===== src/sv/edls_pkg.sv =====
// shared types, constants and the length table of the detent length selector
package edls_pkg;

   // defaults of the top-level parameters
   localparam int TIME_BITS_DEFAULT      = 32;
   localparam int LENGTH_ENTRIES_DEFAULT = 4;

   // depth of the queue between front end and back end
   localparam int QUEUE_DEPTH = 2;

   // configuration port
   localparam int CSR_ADDR_W = 2;
   localparam int CSR_DATA_W = 16;
   localparam logic [CSR_ADDR_W-1:0] CSR_PULSES_PER_DETENT = 2'd0;
   localparam logic [CSR_ADDR_W-1:0] CSR_IDLE_RESET_MS     = 2'd1;
   localparam logic [CSR_ADDR_W-1:0] CSR_MIN_STEP_GAP_MS   = 2'd2;

   // configuration reset values
   localparam logic [6:0]  PPD_RESET      = 7'd8;
   localparam logic [15:0] IDLE_RESET     = 16'd350;
   localparam logic [15:0] STEP_GAP_RESET = 16'd100;

   // stream widths
   localparam int REQ_TDATA_W = 40;
   localparam int RSP_TDATA_W = 24;

   // step direction codes
   typedef enum logic [1:0] {
      DIR_NONE = 2'd0,
      DIR_UP   = 2'd1,
      DIR_DOWN = 2'd2
   } step_dir_type;

   // classified encoder event, as handed from front end to back end
   typedef struct packed {
      logic signed [7:0] delta;
      logic              active;
      logic              delta_pos;
      logic              delta_neg;
   } event_class_type;

   localparam int CLASS_W = $bits(event_class_type);

   // one result, first member in the highest bits
   typedef struct packed {
      logic signed [7:0] accum_value;
      logic [4:0]        length_chars;
      logic [1:0]        length_index;
      logic              index_changed;
      step_dir_type      step_dir;
   } result_type;

   localparam int RESULT_W = $bits(result_type);

   // length table, entries past the fourth are 28 and then 31
   function automatic logic [4:0] length_lookup(input logic [3:0] idx);
      logic [4:0] chars;
      case (idx)
         4'd0:    chars = 5'd12;
         4'd1:    chars = 5'd16;
         4'd2:    chars = 5'd20;
         4'd3:    chars = 5'd24;
         4'd4:    chars = 5'd28;
         default: chars = 5'd31;
      endcase
      return chars;
   endfunction

endpackage


===== src/sv/encoder_detent_length_selector_unit.sv =====
// Rotary encoder detent length selector. Each request is one encoder event
// (signed pulse count and millisecond timestamp in req_tdata, function layer
// flag in req_tuser) and gives exactly one response with the step direction,
// whether the length index moved, the index, the selected length and the
// accumulator. One request per clock is taken in sustained operation while
// rsp_tready stays high. Each request passes the queue and then the
// response register before its response is presented. The rate is set by
// the accumulator and index update in the back end. A two-entry queue after
// the front end keeps requests flowing while a response waits in the output
// register. Configuration is written through the csr_ port: 0 pulses per
// detent, 1 idle clear time, 2 least step gap.
module encoder_detent_length_selector_unit #(
   parameter int TIME_BITS      = edls_pkg::TIME_BITS_DEFAULT,
   parameter int LENGTH_ENTRIES = edls_pkg::LENGTH_ENTRIES_DEFAULT
) (
   input  logic                              clock,
   input  logic                              reset,
   // request channel
   input  logic                              req_tvalid,
   output logic                              req_tready,
   // [7:0] pulse_delta, [39:8] time_ms
   input  logic [edls_pkg::REQ_TDATA_W-1:0]  req_tdata,
   // [0] layer_active
   input  logic                              req_tuser,
   // response channel
   output logic                              rsp_tvalid,
   input  logic                              rsp_tready,
   // [1:0] step_dir, [2] index_changed, [4:3] length_index,
   // [9:5] length_chars, [17:10] accum_value, [23:18] zero
   output logic [edls_pkg::RSP_TDATA_W-1:0]  rsp_tdata,
   // configuration port
   input  logic                              csr_we,
   input  logic [edls_pkg::CSR_ADDR_W-1:0]   csr_addr,
   input  logic [edls_pkg::CSR_DATA_W-1:0]   csr_wdata
);
   import edls_pkg::*;

   localparam int ENTRY_W = TIME_BITS + CLASS_W;

   logic [ENTRY_W-1:0] front_entry;
   logic [ENTRY_W-1:0] q_entry;
   logic               q_valid;
   logic               q_pop;
   result_type         result;

   // request classification
   edls_front #(
      .TIME_BITS (TIME_BITS)
   ) u_front (
      .pulse_delta  ($signed(req_tdata[7:0])),
      .time_ms      (req_tdata[39:8]),
      .layer_active (req_tuser),
      .entry        (front_entry)
   );

   // queue between front end and back end
   edls_queue #(
      .WIDTH (ENTRY_W),
      .DEPTH (QUEUE_DEPTH)
   ) u_queue (
      .clock     (clock),
      .reset     (reset),
      .push      (req_tvalid),
      .push_data (front_entry),
      .in_ready  (req_tready),
      .out_valid (q_valid),
      .pop       (q_pop),
      .pop_data  (q_entry)
   );

   // state update and response register
   edls_back #(
      .TIME_BITS      (TIME_BITS),
      .LENGTH_ENTRIES (LENGTH_ENTRIES)
   ) u_back (
      .clock      (clock),
      .reset      (reset),
      .csr_we     (csr_we),
      .csr_addr   (csr_addr),
      .csr_wdata  (csr_wdata),
      .q_valid    (q_valid),
      .q_entry    (q_entry),
      .q_pop      (q_pop),
      .rsp_ready  (rsp_tready),
      .rsp_valid  (rsp_tvalid),
      .rsp_result (result)
   );

   // response packing
   assign rsp_tdata = {(RSP_TDATA_W - RESULT_W)'(0), result};

endmodule


===== src/sv/edls_front.sv =====
// front end: takes an encoder event apart and classifies it for the queue
module edls_front #(
   parameter int TIME_BITS = edls_pkg::TIME_BITS_DEFAULT
) (
   input  logic signed [7:0]                         pulse_delta,
   input  logic [31:0]                               time_ms,
   input  logic                                      layer_active,
   output logic [TIME_BITS+edls_pkg::CLASS_W-1:0]    entry
);
   import edls_pkg::*;

   event_class_type        cls;
   logic [TIME_BITS-1:0]   now;

   // time reduced to the counter width
   assign now = TIME_BITS'(time_ms);

   // sign classification of the pulse count
   always_comb begin
      cls.delta     = pulse_delta;
      cls.active    = layer_active;
      cls.delta_neg = pulse_delta[7];
      cls.delta_pos = !pulse_delta[7] && (pulse_delta != 8'sd0);
   end

   // queue entry: time above the class fields
   assign entry = {now, cls};

endmodule


===== src/sv/edls_queue.sv =====
// short fifo between the front end and the back end
module edls_queue #(
   parameter int WIDTH = 8,
   parameter int DEPTH = edls_pkg::QUEUE_DEPTH
) (
   input  logic             clock,
   input  logic             reset,
   input  logic             push,
   input  logic [WIDTH-1:0] push_data,
   output logic             in_ready,
   output logic             out_valid,
   input  logic             pop,
   output logic [WIDTH-1:0] pop_data
);
   localparam int PTR_BITS = (DEPTH > 1) ? $clog2(DEPTH) : 1;
   localparam int CNT_BITS = $clog2(DEPTH + 1);

   logic [WIDTH-1:0]    slot_ff [DEPTH];
   logic [PTR_BITS-1:0] wr_ptr_ff, wr_ptr_in;
   logic [PTR_BITS-1:0] rd_ptr_ff, rd_ptr_in;
   logic [CNT_BITS-1:0] count_ff, count_in;
   logic                do_push, do_pop;

   // handshake
   assign in_ready  = (count_ff != CNT_BITS'(DEPTH));
   assign out_valid = (count_ff != '0);
   assign do_push   = push && in_ready;
   assign do_pop    = pop && out_valid;
   assign pop_data  = slot_ff[rd_ptr_ff];

   // pointer and fill count update
   always_comb begin
      wr_ptr_in = wr_ptr_ff;
      rd_ptr_in = rd_ptr_ff;
      count_in  = count_ff;
      if (do_push) begin
         wr_ptr_in = (wr_ptr_ff == PTR_BITS'(DEPTH - 1)) ? '0 : wr_ptr_ff + 1'b1;
      end
      if (do_pop) begin
         rd_ptr_in = (rd_ptr_ff == PTR_BITS'(DEPTH - 1)) ? '0 : rd_ptr_ff + 1'b1;
      end
      if (do_push && !do_pop) begin
         count_in = count_ff + 1'b1;
      end else if (do_pop && !do_push) begin
         count_in = count_ff - 1'b1;
      end
   end

   // control registers
   always_ff @(posedge clock) begin
      if (reset) begin
         wr_ptr_ff <= '0;
         rd_ptr_ff <= '0;
         count_ff  <= '0;
      end else begin
         wr_ptr_ff <= wr_ptr_in;
         rd_ptr_ff <= rd_ptr_in;
         count_ff  <= count_in;
      end
   end

   // entry storage
   always_ff @(posedge clock) begin
      if (do_push) begin
         slot_ff[wr_ptr_ff] <= push_data;
      end
   end

endmodule


===== src/sv/edls_back.sv =====
// back end: accumulator, step decision, length index and result register
module edls_back #(
   parameter int TIME_BITS      = edls_pkg::TIME_BITS_DEFAULT,
   parameter int LENGTH_ENTRIES = edls_pkg::LENGTH_ENTRIES_DEFAULT
) (
   input  logic                                   clock,
   input  logic                                   reset,
   input  logic                                   csr_we,
   input  logic [edls_pkg::CSR_ADDR_W-1:0]        csr_addr,
   input  logic [edls_pkg::CSR_DATA_W-1:0]        csr_wdata,
   input  logic                                   q_valid,
   input  logic [TIME_BITS+edls_pkg::CLASS_W-1:0] q_entry,
   output logic                                   q_pop,
   input  logic                                   rsp_ready,
   output logic                                   rsp_valid,
   output edls_pkg::result_type                   rsp_result
);
   import edls_pkg::*;

   localparam int IDX_BITS = $clog2(LENGTH_ENTRIES);
   localparam int CNT_BITS = IDX_BITS + 1;

   // configuration
   logic [6:0]            ppd_ff;
   logic [15:0]           idle_ff;
   logic [15:0]           gap_ff;

   // block state
   logic signed [7:0]     accum_ff, accum_in;
   logic [TIME_BITS-1:0]  last_pulse_ff, last_pulse_in;
   logic [TIME_BITS-1:0]  last_step_ff, last_step_in;
   logic [IDX_BITS-1:0]   index_ff, index_in;

   // result register
   logic                  rsp_valid_ff;
   result_type            rsp_result_ff, rsp_result_in;

   // event fields
   event_class_type       cls;
   logic [TIME_BITS-1:0]  now;
   logic                  load;

   // working values
   logic [6:0]            ppd_eff;
   logic signed [7:0]     ppd_pos, ppd_neg;
   logic [TIME_BITS-1:0]  idle_gap, step_gap;
   logic signed [7:0]     acc_idle, acc_rev, acc_sat;
   logic signed [8:0]     acc_sum;
   logic                  gap_ok, at_up, at_down, can_up, can_down;
   step_dir_type          dir;
   logic                  moved;

   assign {now, cls} = q_entry;
   assign load       = q_valid && (!rsp_valid_ff || rsp_ready);
   assign q_pop      = load;
   assign rsp_valid  = rsp_valid_ff;
   assign rsp_result = rsp_result_ff;

   // detent size, zero acts as one
   assign ppd_eff = (ppd_ff == 7'd0) ? 7'd1 : ppd_ff;
   assign ppd_pos = $signed({1'b0, ppd_eff});
   assign ppd_neg = -ppd_pos;

   // modular time differences
   assign idle_gap = now - last_pulse_ff;
   assign step_gap = now - last_step_ff;
   assign gap_ok   = (step_gap >= TIME_BITS'(gap_ff));

   // idle clear, reversal clear and saturating add
   always_comb begin
      acc_idle = (idle_gap > TIME_BITS'(idle_ff)) ? 8'sd0 : accum_ff;
      acc_rev  = acc_idle;
      if (((acc_idle > 8'sd0) && cls.delta_neg) || ((acc_idle < 8'sd0) && cls.delta_pos)) begin
         acc_rev = 8'sd0;
      end
      acc_sum = {acc_rev[7], acc_rev} + {cls.delta[7], cls.delta};
      if (acc_sum[8] != acc_sum[7]) begin
         acc_sat = acc_sum[8] ? -8'sd128 : 8'sd127;
      end else begin
         acc_sat = acc_sum[7:0];
      end
   end

   // detent reached and index room
   assign at_up    = (acc_sat >= ppd_pos);
   assign at_down  = (acc_sat <= ppd_neg);
   assign can_up   = ((CNT_BITS'(index_ff) + 1'b1) < CNT_BITS'(LENGTH_ENTRIES));
   assign can_down = (index_ff != '0);

   // state update for one event
   always_comb begin
      accum_in      = accum_ff;
      last_pulse_in = last_pulse_ff;
      last_step_in  = last_step_ff;
      index_in      = index_ff;
      dir           = DIR_NONE;
      moved         = 1'b0;
      if (!cls.active) begin
         accum_in = 8'sd0;
      end else begin
         last_pulse_in = now;
         accum_in      = acc_sat;
         if (at_up && gap_ok) begin
            dir          = DIR_UP;
            last_step_in = now;
            accum_in     = 8'sd0;
            if (can_up) begin
               index_in = index_ff + 1'b1;
               moved    = 1'b1;
            end
         end else if (at_down && gap_ok) begin
            dir          = DIR_DOWN;
            last_step_in = now;
            accum_in     = 8'sd0;
            if (can_down) begin
               index_in = index_ff - 1'b1;
               moved    = 1'b1;
            end
         end
      end
   end

   // result fields
   always_comb begin
      rsp_result_in.accum_value   = accum_in;
      rsp_result_in.length_chars  = length_lookup(4'(index_in));
      rsp_result_in.length_index  = 2'(index_in);
      rsp_result_in.index_changed = moved;
      rsp_result_in.step_dir      = dir;
   end

   // configuration registers
   always_ff @(posedge clock) begin
      if (reset) begin
         ppd_ff  <= PPD_RESET;
         idle_ff <= IDLE_RESET;
         gap_ff  <= STEP_GAP_RESET;
      end else if (csr_we) begin
         case (csr_addr)
            CSR_PULSES_PER_DETENT: ppd_ff  <= csr_wdata[6:0];
            CSR_IDLE_RESET_MS:     idle_ff <= csr_wdata;
            CSR_MIN_STEP_GAP_MS:   gap_ff  <= csr_wdata;
            default: ;
         endcase
      end
   end

   // block state
   always_ff @(posedge clock) begin
      if (reset) begin
         accum_ff      <= 8'sd0;
         last_pulse_ff <= '0;
         last_step_ff  <= '0;
         index_ff      <= IDX_BITS'(1);
      end else if (load) begin
         accum_ff      <= accum_in;
         last_pulse_ff <= last_pulse_in;
         last_step_ff  <= last_step_in;
         index_ff      <= index_in;
      end
   end

   // result valid
   always_ff @(posedge clock) begin
      if (reset) begin
         rsp_valid_ff <= 1'b0;
      end else if (load) begin
         rsp_valid_ff <= 1'b1;
      end else if (rsp_ready) begin
         rsp_valid_ff <= 1'b0;
      end
   end

   // result payload
   always_ff @(posedge clock) begin
      if (load) begin
         rsp_result_ff <= rsp_result_in;
      end
   end

endmodule

===== config.mk =====
export PLATFORM = sky130hd
export DESIGN_NAME = encoder_detent_length_selector_unit
export DESIGN_NICKNAME = d
export VERILOG_FILES = /design/src/sv/edls_pkg.sv /design/src/sv/encoder_detent_length_selector_unit.sv /design/src/sv/edls_front.sv /design/src/sv/edls_queue.sv /design/src/sv/edls_back.sv
export SDC_FILE = /design/constraint.sdc
export NUM_CORES = 1
export LEC_CHECK = 0
export BUFFER_PORTS_ARGS = -buffer_cell sky130_fd_sc_hd__buf_2
export CAP_MARGIN = 30
export CELL_PAD_IN_SITES_DETAIL_PLACEMENT = 1
export CELL_PAD_IN_SITES_GLOBAL_PLACEMENT = 1
export CORE_ASPECT_RATIO = 0.9
export CORE_UTILIZATION = 40
export CTS_CLUSTER_DIAMETER = 120
export DETAILED_ROUTE_END_ITERATION = 16
export PLACE_DENSITY = 0.68
export SLEW_MARGIN = 20
export SYNTH_ARGS = -nofsm -noshare
export SYNTH_HDL_FRONTEND = slang
export SYNTH_SLANG_ARGS = --single-unit
export TNS_END_PERCENT = 30

===== constraint.sdc =====
create_clock -name clock -period 10.1 [get_ports clock]
set_clock_uncertainty 0.1 [all_clocks]
set_input_delay 2.02 -clock clock [delete_from_list [all_inputs] [get_ports clock]]
set_output_delay 2.02 -clock clock [all_outputs]
set_load 0.005 [all_outputs]

==> summary.md, run 1 <==
| Metric | Value |
|---|---|
| Outcome | `finished, final reports clean` |
| Share of layout cells above drive strength 1 | `16.9%` |
| Class of the tightest hold or removal check | `register to register` |
| Area of the core | `34300 um^2` |
| Area fraction of the dominant cell type after synthesis | `between 20% and 30%` |
| Power per Cell Area | `between 300 and 400 nW/um^2` |
| Category of the most critical setup path | `register to register` |
| Vias in the first global route | `between 10k and 15k` |
| Half-perimeter wire length after detailed placement | `31200 um` |
| Worst-path cell with the longest stage delay | `sky130_fd_sc_hd__mux2_2` |
| Critical path capture point type | `register` |
| Total length of routed wires | `between 40000 and 50000 um` |
| Distinct cells, synth | `95` |
| Gate Count Post-Synth | `about 1.5k` |
| CP arrival | `9.69 ns` |
| First-pass GRT wire length | `64600 um` |
| Period Utilization, post-route | `a little over nine tenths` |
| Number of detailed-routing iterations run before antenna repair | `5` |
| Combined area of the multi-input logic cells | `7890 um^2` |
| Fraction of power consumed by the clock network | `about 17%` |
| Number of rows in the core area | `64` |
| Post-DR wirelength/cell | `slightly above 20 um` |
| Depth of the most critical reg-to-reg path | `39` |
| Layout overhead on the synthesized area | `12.7%` |
| Maximum number of pins on one net before global-route repair | `63` |
| Capture instance of the worst register-to-register path | `u_back.rsp_result[8]$_DFFE_PP_` |
| Setup crit end | `u_back.rsp_result[8]$_DFFE_PP_` |
| Worst R2R Setup Slack | `0.61 ns` |
| CTS H-Tree Depth | `1` |
| Die height | `180 um` |
| Initial antenna violation count | `1` |
| Met3 demand-to-capacity share in global routing | `2.89%` |
| Power dissipated by switching net loads | `2780 uW` |
| Sort of element at the start of the critical path | `register` |
| Remaining routing DRC violations | `0` |
| Routability-driven placement congestion ratio | `0.907` |
| Clock tree root buffer cell | `sky130_fd_sc_hd__clkbuf_16` |
| Hold path depth | `2` |
| Slew headroom | `about two fifths` |
| Internal power | `roughly 3100 uW` |
| Width of the die | `199 um` |
| Synthesized area divided by synthesized cell count | `9.42 um^2` |
| Largest fanout of any net on the critical path | `14` |
| Share of power burned in registers | `20.7%` |
| Most numerous cell on the critical path | `sky130_fd_sc_hd__a21oi_1` |
| Post-layout power | `a little under 6000 uW` |
| CTS tree | `built` |
| Tightest hold margin | `0.363 ns` |
| Dominant cells by area after synthesis | `sky130_fd_sc_hd__edfxtp_1 21%, sky130_fd_sc_hd__dfxtp_1 17%, sky130_fd_sc_hd__ha_1 11%` |
| Final layout net count | `1737` |
| Number of maximum-capacitance constraint violations | `0` |
| Combined flip-flop and latch cell area | `5390 um^2` |
| Gr busiest metal | `met2` |
| Violation count after the first detailed-routing iteration | `516` |
| Fraction of the yosys area taken by sequential cells | `38.4%` |
| Num CTS Buffers | `26` |
| Post-synthesis instance area | `around 14000 um^2` |
| Max Clk Rate | `105 MHz` |
| Total track usage | `a little under a quarter` |
| Maximum vdd ir drop | `about 0.19 mV` |
| Leading area contributor after synthesis | `sky130_fd_sc_hd__edfxtp_1` |
| Global-route track usage on met1 | `33.0%` |
| Worst Tran Pin Value | `between 0.9 and 1 ns` |
| Number of synthesized register bits | `219` |
| Number of max-slew violations in the final report | `0` |
| Number of flops mapped to enable cells by yosys | `100` |
| Critical Path RT | `just over 10 ns` |
| Most common flop cell mapped by yosys | `sky130_fd_sc_hd__dfxtp_1` |
| Post-route minimum period | `around 9.5 ns` |
| Switching share of power | `47.1%` |
| Delay of the slowest cell on the worst path | `between 0.4 and 0.5 ns` |
| Residual antenna-violating net count after detailed routing | `0` |
| Final-report hold violation count | `0` |
| Setup violations, final | `0` |
| Setup TNS after final layout | `0 ns` |
| Clock buffer depth | `3` |
| Gate power share | `62.6%` |
| Post-DR vias/cell | `5.65` |
| IO Port Bufs | `81` |
| Worst-Skew Late Latency | `0.55 ns` |
| Initial cell density of the core | `40.9%` |
| Total Die Area | `35800 um^2` |
| Clock input transition at the sequential cells of the worst setup and hold paths | `0.06 ns` |
| Global routing met2 resource utilization | `between 30 and 40%` |
| Leakage | `0.00600 uW` |
| Filler instances | `roughly 4k` |
| Total number of clock tree sinks | `219` |
| Total congestion overflow after global routing | `0` |
| Async SR Flop Fraction | `0%` |
| Via total after detailed routing | `about 11k` |
| Total I/O pin count | `90` |
| Number of warning messages in the yosys log | `0` |
[state kept, by name, indices dropped and copies added, names as in the netlist, named ones only]
name,count
u_back.rsp_result,16
u_queue.wr_ptr_ff,1
u_queue.count_ff,2
u_back.last_pulse_ff,32
u_queue.rd_ptr_ff,1
u_back.idle_ff,16
u_back.last_step_ff,32
u_queue.slot_ff,84
u_back.gap_ff,16
u_back.index_ff,2
u_back.ppd_ff,7
u_back.rsp_valid,1
u_back.accum_ff,8
[routing by layer]
metal	up-vias	part of all wire [%]
li1	5554	-
met4	0	2.0
met3	58	3.2
met2	206	46
met1	5679	49
met5	-	0
[power by group through the flow]
stage | clock network, uW | logic, uW | registers [uW]
after floorplan | 0 | 2670 | 1220
after global placement | 0 | 3520 | 1230
after detailed placement | 0 | 3620 | 1240
after CTS | 1010 | 3640 | 1220
after global routing | 1040 | 4070 | 1240
final | 985 | 3700 | 1220
[worst min path at each step]
stage                                     startpoint                               endpoint  slack [ns]
4_1_cts                u_back.gap_ff[4]$_SDFFE_PP0P_          u_back.gap_ff[4]$_SDFFE_PP0P_        0.37
3_3_place_gp          u_back.gap_ff[13]$_SDFFE_PP0P_         u_back.gap_ff[13]$_SDFFE_PP0P_        0.34
6_report       u_back.last_pulse_ff[23]$_SDFFE_PP0P_  u_back.last_pulse_ff[23]$_SDFFE_PP0P_        0.36
2_1_floorplan         u_back.gap_ff[10]$_SDFFE_PP0P_         u_back.gap_ff[10]$_SDFFE_PP0P_        0.34
3_5_place_dp         u_back.idle_ff[15]$_SDFFE_PP0P_        u_back.idle_ff[15]$_SDFFE_PP0P_        0.35
5_1_grt               u_back.gap_ff[10]$_SDFFE_PP0P_         u_back.gap_ff[10]$_SDFFE_PP0P_        0.38
[logic make-up (layout without fill, tap and decap cells)]
kind of cell | Yosys count | count (layout) | synth area share, %
compound gates | 416 | 416 | 22.0
xor+xnor | 60 | 60 | 3.80
fa+ha+maj | 123 | 123 | 11.1
buf+inv | 197 | 270 | 6.07
flops | 219 | 219 | 38.4
mux | 48 | 48 | 3.81
other cells | 1 | 11 | 0.0267
simple gates | 425 | 425 | 14.8
[critical path, delay by kind of cell, from the launching register on]
family / cells / cell delay, ns
buffers and inverters: 2 / 0.45
xor gates and xnor gates: 2 / 0.48
muxes: 1 / 0.42
AOI/OAI and AO/OA: 17 / 3.10
and+or+nand+nor: 13 / 3.00
DFF: 1 / 0.39
adders and majority gates: 4 / 1.25
[cell type report]
| class | count | area share, % |
|---|---|---|
| Clock inverter | 18 | 1.16 |
| Clock buffer | 30 | 4.55 |
| Tap cell | 462 | 3.66 |
| Antenna cell | 2 | 0.0317 |
| Multi-Input combinational cell | 1081 | 49.9 |
| Sequential cell | 219 | 34.1 |
| Inverter | 122 | 2.90 |
| Timing Repair Buffer | 100 | 3.67 |
[placed cells by master (no fill, tap or decap), types with 25 or more instances in the layout]
cell                        count
sky130_fd_sc_hd__xor2_1        25
sky130_fd_sc_hd__nor2_1       145
sky130_fd_sc_hd__xnor2_1       34
sky130_fd_sc_hd__a21oi_1      115
sky130_fd_sc_hd__o21ai_0       41
sky130_fd_sc_hd__edfxtp_1     100
sky130_fd_sc_hd__ha_1         120
sky130_fd_sc_hd__mux2_2        40
sky130_fd_sc_hd__a211oi_1      44
sky130_fd_sc_hd__dfxtp_1      118
sky130_fd_sc_hd__nand2_1      113
sky130_fd_sc_hd__buf_2         80
sky130_fd_sc_hd__inv_1        122
sky130_fd_sc_hd__a21o_1        47
sky130_fd_sc_hd__nand3_1       32
sky130_fd_sc_hd__clkbuf_16     28
sky130_fd_sc_hd__a221oi_2      30
[per-stage QoR]
step | util, % | std cells | instance area, um^2 | setup WS [ns]
5_1_grt | 46.1 | 2033 | 15800 | -0.0617
4_1_cts | 45.7 | 2028 | 15700 | 0.00936
6_report | 46.1 | 2034 | 15800 | 0.609
3_5_place_dp | 43.1 | 1980 | 14800 | 0.0838
3_3_place_gp | 43.1 | 1980 | 14800 | 0.492
2_1_floorplan | - | 1497 | 14100 | 0.896
[cell usage after synthesis, drive strengths merged, types with 34 or more instances]
cell    count
nand2     117
a21o       47
o21ai      51
nand3      34
mux2       40
inv       122
buf        36
clkbuf     39
xnor2      35
edfxtp    100
a211oi     47
a21oi     122
ha        120
dfxtp     119
nor2      150
[timing repair]
action                     4_1_cts  5_1_grt
hold buffers                     0        0
resized for setup                0       22
hold endpoints to repair         0        0
setup endpoints to repair        0       57
setup buffers                    0        4
(Power assumes the default switching activity.)
==> inputs of run 2 (changes only) <==
Settings changed: PLACE_DENSITY 0.68 to 0.69, SYNTH_HIERARCHICAL set to 1.
==> summary.md, run 2 <==
| Metric | Value |
|---|---|
| Combined flip-flop and latch cell area | `5450 um^2` |
| Area of the core | `36400 um^2` |
| Total congestion overflow after global routing | `0` |
| Number of maximum-capacitance constraint violations | `0` |
| Half-perimeter wire length after detailed placement | `~33000 um` |
| Number of max-slew violations in the final report | `0` |
| Largest family of logic cells by synthesized area | `simple AND/OR/NAND/NOR gates` |
| Leading area contributor after synthesis | `sky130_fd_sc_hd__edfxtp_1` |
| Vias in the first global route | `12.1k` |
| Die height | `185 um` |
| CTS tree | `built` |
| Maximum number of pins on one net before global-route repair | `69` |
| Number of synthesized register bits | `221` |
| Most numerous cell on the critical path | `sky130_fd_sc_hd__a21oi_1` |
| Number of flops mapped to enable cells by yosys | `between 100 and 150` |
| Synthesized area divided by synthesized cell count | `8.91 um^2` |
| Number of warning messages in the yosys log | `6` |
| Period Utilization, post-route | `93.1%` |
| Most common cell in the synthesized netlist | `sky130_fd_sc_hd__nand2_1` |
| Total track usage | `22.7%` |
| Remaining routing DRC violations | `0` |
| Worst Tran Pin Value | `between 1 and 1.5 ns` |
| Hold buffer count at CTS | `0` |
| Delay of the slowest cell on the worst path | `0.43 ns` |
| Filler instances | `around 4.2k` |
| Width of the die | `between 200 and 250 um` |
| Most common flop cell mapped by yosys | `sky130_fd_sc_hd__dfxtp_1` |
| Post-synthesis mux area share | `5.92%` |
| Tightest hold margin | `0.355 ns` |
| Distinct cells, synth | `between 90 and 100` |
| Clock buffer depth | `3` |
| Sort of element at the start of the critical path | `register` |
| Largest registers | `u_queue/slot_ff: 86 flops, u_back/last_pulse_ff: 32 flops, u_back/last_step_ff: 32 flops` |
| Total Die Area | `38000 um^2` |
| Critical path capture point type | `register` |
| Outcome | `finished, final reports clean` |
| IO Port Bufs | `81` |
| Fraction of the yosys area taken by sequential cells | `between 30% and 40%` |
| Critical Path RT | `10.48 ns` |
| Post-route minimum period | `9.40 ns` |
| Async SR Flop Fraction | `0%` |
| Slew headroom | `29.3%` |
| Share of layout cells above drive strength 1 | `13.5%` |
| Post-synthesis adder-cell area fraction | `10.3%` |
| Setup repair after global routing missed its margin | `no` |
| Dominant cells by area after synthesis | `sky130_fd_sc_hd__edfxtp_1 21%, sky130_fd_sc_hd__dfxtp_1 16%, sky130_fd_sc_hd__ha_1 9.9%` |
| Routability-driven placement congestion ratio | `0.948` |
| Initial cell density of the core | `40.9%` |
| Initial antenna violation count | `1` |
| Post-DR vias/cell | `5.52` |
| Worst-path cell with the longest stage delay | `sky130_fd_sc_hd__dfxtp_4` |
| Post-synthesis instance area | `14900 um^2` |
| Worst-Skew Late Latency | `approximately 0.57 ns` |
| Largest fanout of any net on the critical path | `32` |
| Num CTS Buffers | `26` |
| Power per Cell Area | `327 nW/um^2` |
| Area fraction of the dominant cell type after synthesis | `20.6%` |
| Clock tree root buffer cell | `sky130_fd_sc_hd__clkbuf_16` |
| Total length of routed wires | `42800 um` |
| Clock input transition at the sequential cells of the worst setup and hold paths | `about 0.060 ns` |
| Class of the tightest hold or removal check | `register to register` |
| Final-report hold violation count | `0` |
| List of most frequent post-synthesis cells | `190 x sky130_fd_sc_hd__nand2_1, 153 x sky130_fd_sc_hd__a21oi_1, 122 x sky130_fd_sc_hd__inv_1, 119 x sky130_fd_sc_hd__dfxtp_1, 118 x sky130_fd_sc_hd__ha_1` |
| Utilization after layout | `44.6%` |
| CTS H-Tree Depth | `1` |
| Most common library cell in the layout ignoring fill and taps | `sky130_fd_sc_hd__nand2_1` |
| Final layout net count | `1871` |
| Combined area of the multi-input logic cells | `8340 um^2` |
| Violation count after the first detailed-routing iteration | `658` |
| Commonest cells after routing, fill and taps aside | `189 x sky130_fd_sc_hd__nand2_1, 153 x sky130_fd_sc_hd__a21oi_1, 121 x sky130_fd_sc_hd__inv_1` |
| Via total after detailed routing | `~12k` |
| Leakage | `0.00610 uW` |
| Category of the most critical setup path | `register to register` |
| Post-synthesis simple-gate area fraction | `18.4%` |
| XOR/XNOR Fraction of Synth Area | `around 3.2%` |
| Largest register FFs | `86` |
| Residual antenna-violating net count after detailed routing | `0` |
| Setup WS pre-CTS | `-0.0623 ns` |
| Maximum vdd ir drop | `0.161 mV` |
| Number of detailed-routing iterations run before antenna repair | `5` |
| Gate Count Post-Synth | `1672` |
| First-pass GRT wire length | `67400 um` |
| Setup violations, final | `0` |
| Layout overhead on the synthesized area | `8.99%` |
| Max Clk Rate | `106 MHz` |
| Share of the synthesized area in compound gates (AO/OA/AOI/OAI) | `17.8%` |
| Total number of clock tree sinks | `221` |
| Post-DR wirelength/cell | `about 20 um` |
| Final worst slack | `0.697 ns` |
| Number of rows in the core area | `66` |
| Register with the most flip-flops | `u_queue/slot_ff` |
| Total I/O pin count | `90` |
| CP arrival | `just under 10 ns` |
==> run 2: cell count changes after synthesis, moves of 10 or more <==
cell / previous run / this run
sky130_fd_sc_hd__nand2_1: 116 / 190
sky130_fd_sc_hd__nand2b_1: 11 / 80
sky130_fd_sc_hd__nor2_1: 148 / 101
sky130_fd_sc_hd__buf_4: 18 / 54
sky130_fd_sc_hd__a21oi_1: 118 / 153
sky130_fd_sc_hd__a211oi_1: 44 / 11
sky130_fd_sc_hd__a221oi_2: 30 / 0
sky130_fd_sc_hd__mux2i_1: 7 / 36
sky130_fd_sc_hd__a21o_1: 47 / 35
sky130_fd_sc_hd__nor3_1: 17 / 27
sky130_fd_sc_hd__or3_1: 3 / 13
==> run 2: cell families (layout without fill, tap and decap cells) <==
kind of cell	after synthesis	after routing
other cells	2	10
mux	82	82
fa+ha+maj	121	121
compound gates	400	400
buf+inv	242	267
flops	221	221
xor+xnor	55	55
simple gates	549	549
==> run 2: timing repair <==
item,in CTS,in global routing
pin swaps,0,2
endpoints found under the setup margin,31,55
setup buffers,0,2
cloned,0,0
resized for setup,2,9
==> run 2: final cells by class <==
cell class | instances | area share, %
flip-flops and latches | 221 | 33.6
multi-input cells | 1216 | 51.4
well taps | 476 | 3.67
diodes | 1 | 0.0154
clock buffers | 34 | 4.45
inverters | 123 | 2.84
repair buffers | 98 | 3.45
clock inverters | 12 | 0.594
==> run 2: layer usage <==
layer / vias up / GRT usage (%) / part of all wire (%)
met5: - / 0 / 0
met4: 0 / 6.22 / 2.5
met3: 55 / 2.43 / 3.2
met2: 216 / 34.7 / 43
met1: 5864 / 33.7 / 52
li1: 5904 / - / -
==> run 2: final timing paths <==
check                                        startpoint                                     to  slack (ns)  depth (start not counted)
setup / recovery                               register   u_back/last_step_ff[21]$_SDFFE_PP0P_        0.70                         46
setup reg to reg                               register   u_back/last_step_ff[21]$_SDFFE_PP0P_        0.70                         46
hold / removal    u_back/last_pulse_ff[15]$_SDFFE_PP0P_  u_back/last_pulse_ff[15]$_SDFFE_PP0P_        0.36                          2
hold reg to reg   u_back/last_pulse_ff[15]$_SDFFE_PP0P_  u_back/last_pulse_ff[15]$_SDFFE_PP0P_        0.36                          2
==> run 2: per-stage QoR <==
step                power, uW  cell area (um^2)  TNS, ns  std cells
floorplan                3490             14900        0       1679
global placement         4300             15300        0       2131
detailed placement       4370             15400   -0.793       2132
CTS                      5310             16200        0       2178
global route             5730             16200        0       2181
finish                   5320             16200        0       2181
==> run 2: report_power, final <==
group          switching [uW]  leakage, uW  internal [uW]
logic                    1980      0.00377           1220
registers                74.4      0.00193           1120
clock network             388     0.000400            528
total                    2450      0.00610           2870
==> run 2: critical path: cells and delay by family, from the launching register on <==
family,cells,cell delay (ns)
and+or+nand+nor,14,2.53
AOI/OAI and AO/OA,19,3.18
DFF,1,0.43
buffers and inverters,4,0.71
xor gates and xnor gates,2,0.47
adders and majority gates,5,1.25
muxes,2,0.62
==> inputs of run 3 (changes only) <==
Settings changed: ABC_AREA set to 1, PLACE_DENSITY 0.69 to 0.71.
==> summary.md, run 3 <==
| Metric | Value |
|---|---|
| Outcome | `finished, final reports clean` |
| Slew headroom | `43.8%` |
| Via total after detailed routing | `12.8k` |
| Switching share of power | `50.1%` |
| Hold buffer count at CTS | `0` |
| Number of rows in the core area | `67` |
| Period Utilization, post-route | `90.3%` |
| Count of inserted antenna diode cells | `0` |
| Final layout net count | `around 2.3k` |
| Leakage | `0.00794 uW` |
| CP arrival | `9.41 ns` |
| Power dissipated by switching net loads | `2930 uW` |
| Leading area contributor after synthesis | `sky130_fd_sc_hd__edfxtp_1` |
| Number of max-slew violations in the final report | `0` |
| Routability-driven placement congestion ratio | `0.895` |
| Clock input transition at the sequential cells of the worst setup and hold paths | `0.06 ns` |
| Most common cell in the synthesized netlist | `sky130_fd_sc_hd__nand2_1` |
| Fraction of power consumed by the clock network | `14.1%` |
| Worst Tran Pin Value | `0.840 ns` |
| Worst-Skew Late Latency | `0.53 ns` |
| Residual antenna-violating net count after detailed routing | `0` |
| Violation count after the first detailed-routing iteration | `roughly 640` |
| IO Port Bufs | `between 80 and 90` |
| CTS tree | `built` |
| Number of flops mapped to enable cells by yosys | `102` |
| Number of detailed-routing iterations run before antenna repair | `5` |
| Area after DPL | `roughly 16000 um^2` |
| Max Clk Rate | `110 MHz` |
| Post-synthesis instance area | `15300 um^2` |
| Critical path capture point type | `register` |
| Dominant cells by area after synthesis | `sky130_fd_sc_hd__edfxtp_1 20%, sky130_fd_sc_hd__dfxtp_1 16%, sky130_fd_sc_hd__nand2_1 12%` |
| Distinct cells, synth | `45` |
| Initial cell density of the core | `about two fifths` |
| Share of power burned in registers | `21.8%` |
| Total track usage | `22.4%` |
| Gate power share | `64.1%` |
| Filler instances | `4723` |
| Num CTS Buffers | `24` |
| Maximum vdd ir drop | `0.164 mV` |
| Initial antenna violation count | `0` |
| Total length of routed wires | `44100 um` |
| Critical Path RT | `10.39 ns` |
| Worst-path cell with the longest stage delay | `sky130_fd_sc_hd__dfxtp_2` |
| Post-DR wirelength/cell | `17.1 um` |
| Largest fanout of any net on the critical path | `62` |
| Area fraction of the dominant cell type after synthesis | `between 10% and 20%` |
| Register with the most flip-flops | `u_queue/slot_ff` |
| Number of maximum-capacitance constraint violations | `0` |
| Width of the die | `208 um` |
| Most common flop cell mapped by yosys | `sky130_fd_sc_hd__dfxtp_1` |
| Most common library cell in the layout ignoring fill and taps | `sky130_fd_sc_hd__nand2_1` |
| Vias in the first global route | `12.9k` |
| Tightest hold margin | `0.361 ns` |
| Maximum number of pins on one net before global-route repair | `63` |
| Post-DR vias/cell | `approximately 5` |
| Synthesized area divided by synthesized cell count | `7.53 um^2` |
| Number of synthesized register bits | `about 220` |
| Area of the core | `about 38000 um^2` |
| Class of the tightest hold or removal check | `register to register` |
| Die height | `188 um` |
| Commonest cells after routing, fill and taps aside | `508 x sky130_fd_sc_hd__nand2_1, 363 x sky130_fd_sc_hd__inv_1, 153 x sky130_fd_sc_hd__a21oi_1` |
| Layout overhead on the synthesized area | `7.81%` |
| Setup repair after global routing missed its margin | `no` |
| Gate Count Post-Synth | `around 2k` |
| Total I/O pin count | `90` |
| Largest registers | `u_queue/slot_ff: 86 flops, u_back/last_pulse_ff: 32 flops, u_back/last_step_ff: 32 flops` |
| Post-route minimum period | `between 9 and 10 ns` |
| Largest register FFs | `86` |
| Setup TNS after final layout | `0 ns` |
| Half-perimeter wire length after detailed placement | `36000 um` |
| Internal power | `2920 uW` |
| Share of layout cells above drive strength 1 | `about an eighth` |
| First-pass GRT wire length | `about 70000 um` |
| Setup violations, final | `0` |
| Clock tree root buffer cell | `sky130_fd_sc_hd__clkbuf_16` |
| List of most frequent post-synthesis cells | `508 x sky130_fd_sc_hd__nand2_1, 364 x sky130_fd_sc_hd__inv_1, 153 x sky130_fd_sc_hd__a21oi_1, 138 x sky130_fd_sc_hd__nor2_1, 119 x sky130_fd_sc_hd__dfxtp_1` |
| Final-report hold violation count | `0` |
| Total congestion overflow after global routing | `0` |
| Number of warning messages in the yosys log | `6` |
| Delay of the slowest cell on the worst path | `approximately 0.66 ns` |
| Remaining routing DRC violations | `0` |
| Total Die Area | `39200 um^2` |
| Fraction of the yosys area taken by sequential cells | `35.5%` |
| Total number of clock tree sinks | `221` |
| Sort of element at the start of the critical path | `register` |
| Category of the most critical setup path | `register to register` |
| Final std cell area, no fill | `16500 um^2` |
| Clock buffer depth | `3` |
| Worst R2R Setup Slack | `0.98 ns` |
| Async SR Flop Fraction | `0%` |
| CTS H-Tree Depth | `1` |
| Power per Cell Area | `about 350 nW/um^2` |
-- run 3: power groups by stage --
stage               clock network, uW  logic (uW)  registers (uW)
floorplan                           0        2770            1260
global placement                    0        3630            1280
detailed placement                  0        3740            1290
CTS                               843        3760            1280
global route                      877        4230            1290
finish                            825        3750            1280
-- run 3: area by class of cell --
cell class	instances	area [um^2]	share of cell area, %
clock buffers	33	666	4.02
clock inverters	11	56.3	0.340
inverters	371	1390	8.42
multi-input cells	1366	7900	47.8
flip-flops and latches	221	5450	32.9
well taps	483	604	3.65
repair buffers	89	478	2.89
-- run 3: cells by family after synthesis --
logic type      share of synthesized area, %
other cells                           0.0489
simple gates                            22.4
compound gates                          12.3
fa+ha+maj                               10.0
mux                                     4.13
xor+xnor                                2.34
buf+inv                                 13.3
flops                                   35.5
-- run 3: worst paths after layout --
path              cells after the start                              endpoint                                  from
setup reg to reg                     48   u_back/last_step_ff[2]$_SDFFE_PP0P_                              register
hold / removal                        2  u_back/last_pulse_ff[2]$_SDFFE_PP0P_  u_back/last_pulse_ff[2]$_SDFFE_PP0P_
setup / recovery                     48   u_back/last_step_ff[2]$_SDFFE_PP0P_                              register
hold reg to reg                       2  u_back/last_pulse_ff[2]$_SDFFE_PP0P_  u_back/last_pulse_ff[2]$_SDFFE_PP0P_
-- run 3: metrics by stage --
step	util, %	worst slack (ns)	power, uW	std cells
after global routing	44.1	0.156	6410	2574
after detailed placement	42.1	0.898	5030	2530
after CTS	44.0	0.780	5880	2574
after floorplan	-	2.99	4030	2044
final	44.1	0.983	5850	2574
after global placement	42.1	1.32	4910	2529
-- run 3: critical path, delay by kind of cell, from the launching register on --
family / cells / cell delay (ns)
xor gates and xnor gates: 2 / 0.36
AOI/OAI and AO/OA: 13 / 2.52
buffers and inverters: 1 / 0.09
and+or+nand+nor: 27 / 3.38
muxes: 1 / 0.45
DFF: 1 / 0.66
adders and majority gates: 4 / 1.37
-- run 3: routing by layer --
layer / part of all wire [%] / global-route usage, %
met5: 0 / 0
met2: 46 / 37.4
met4: 1.0 / 2.82
met1: 50 / 31.8
met3: 2.9 / 2.29
-- run 3: timing repair --
item                                    in CTS  in global routing
endpoints found under the setup margin       0                 20
buffers inserted                             0                  0
gates resized for setup                      0                  1
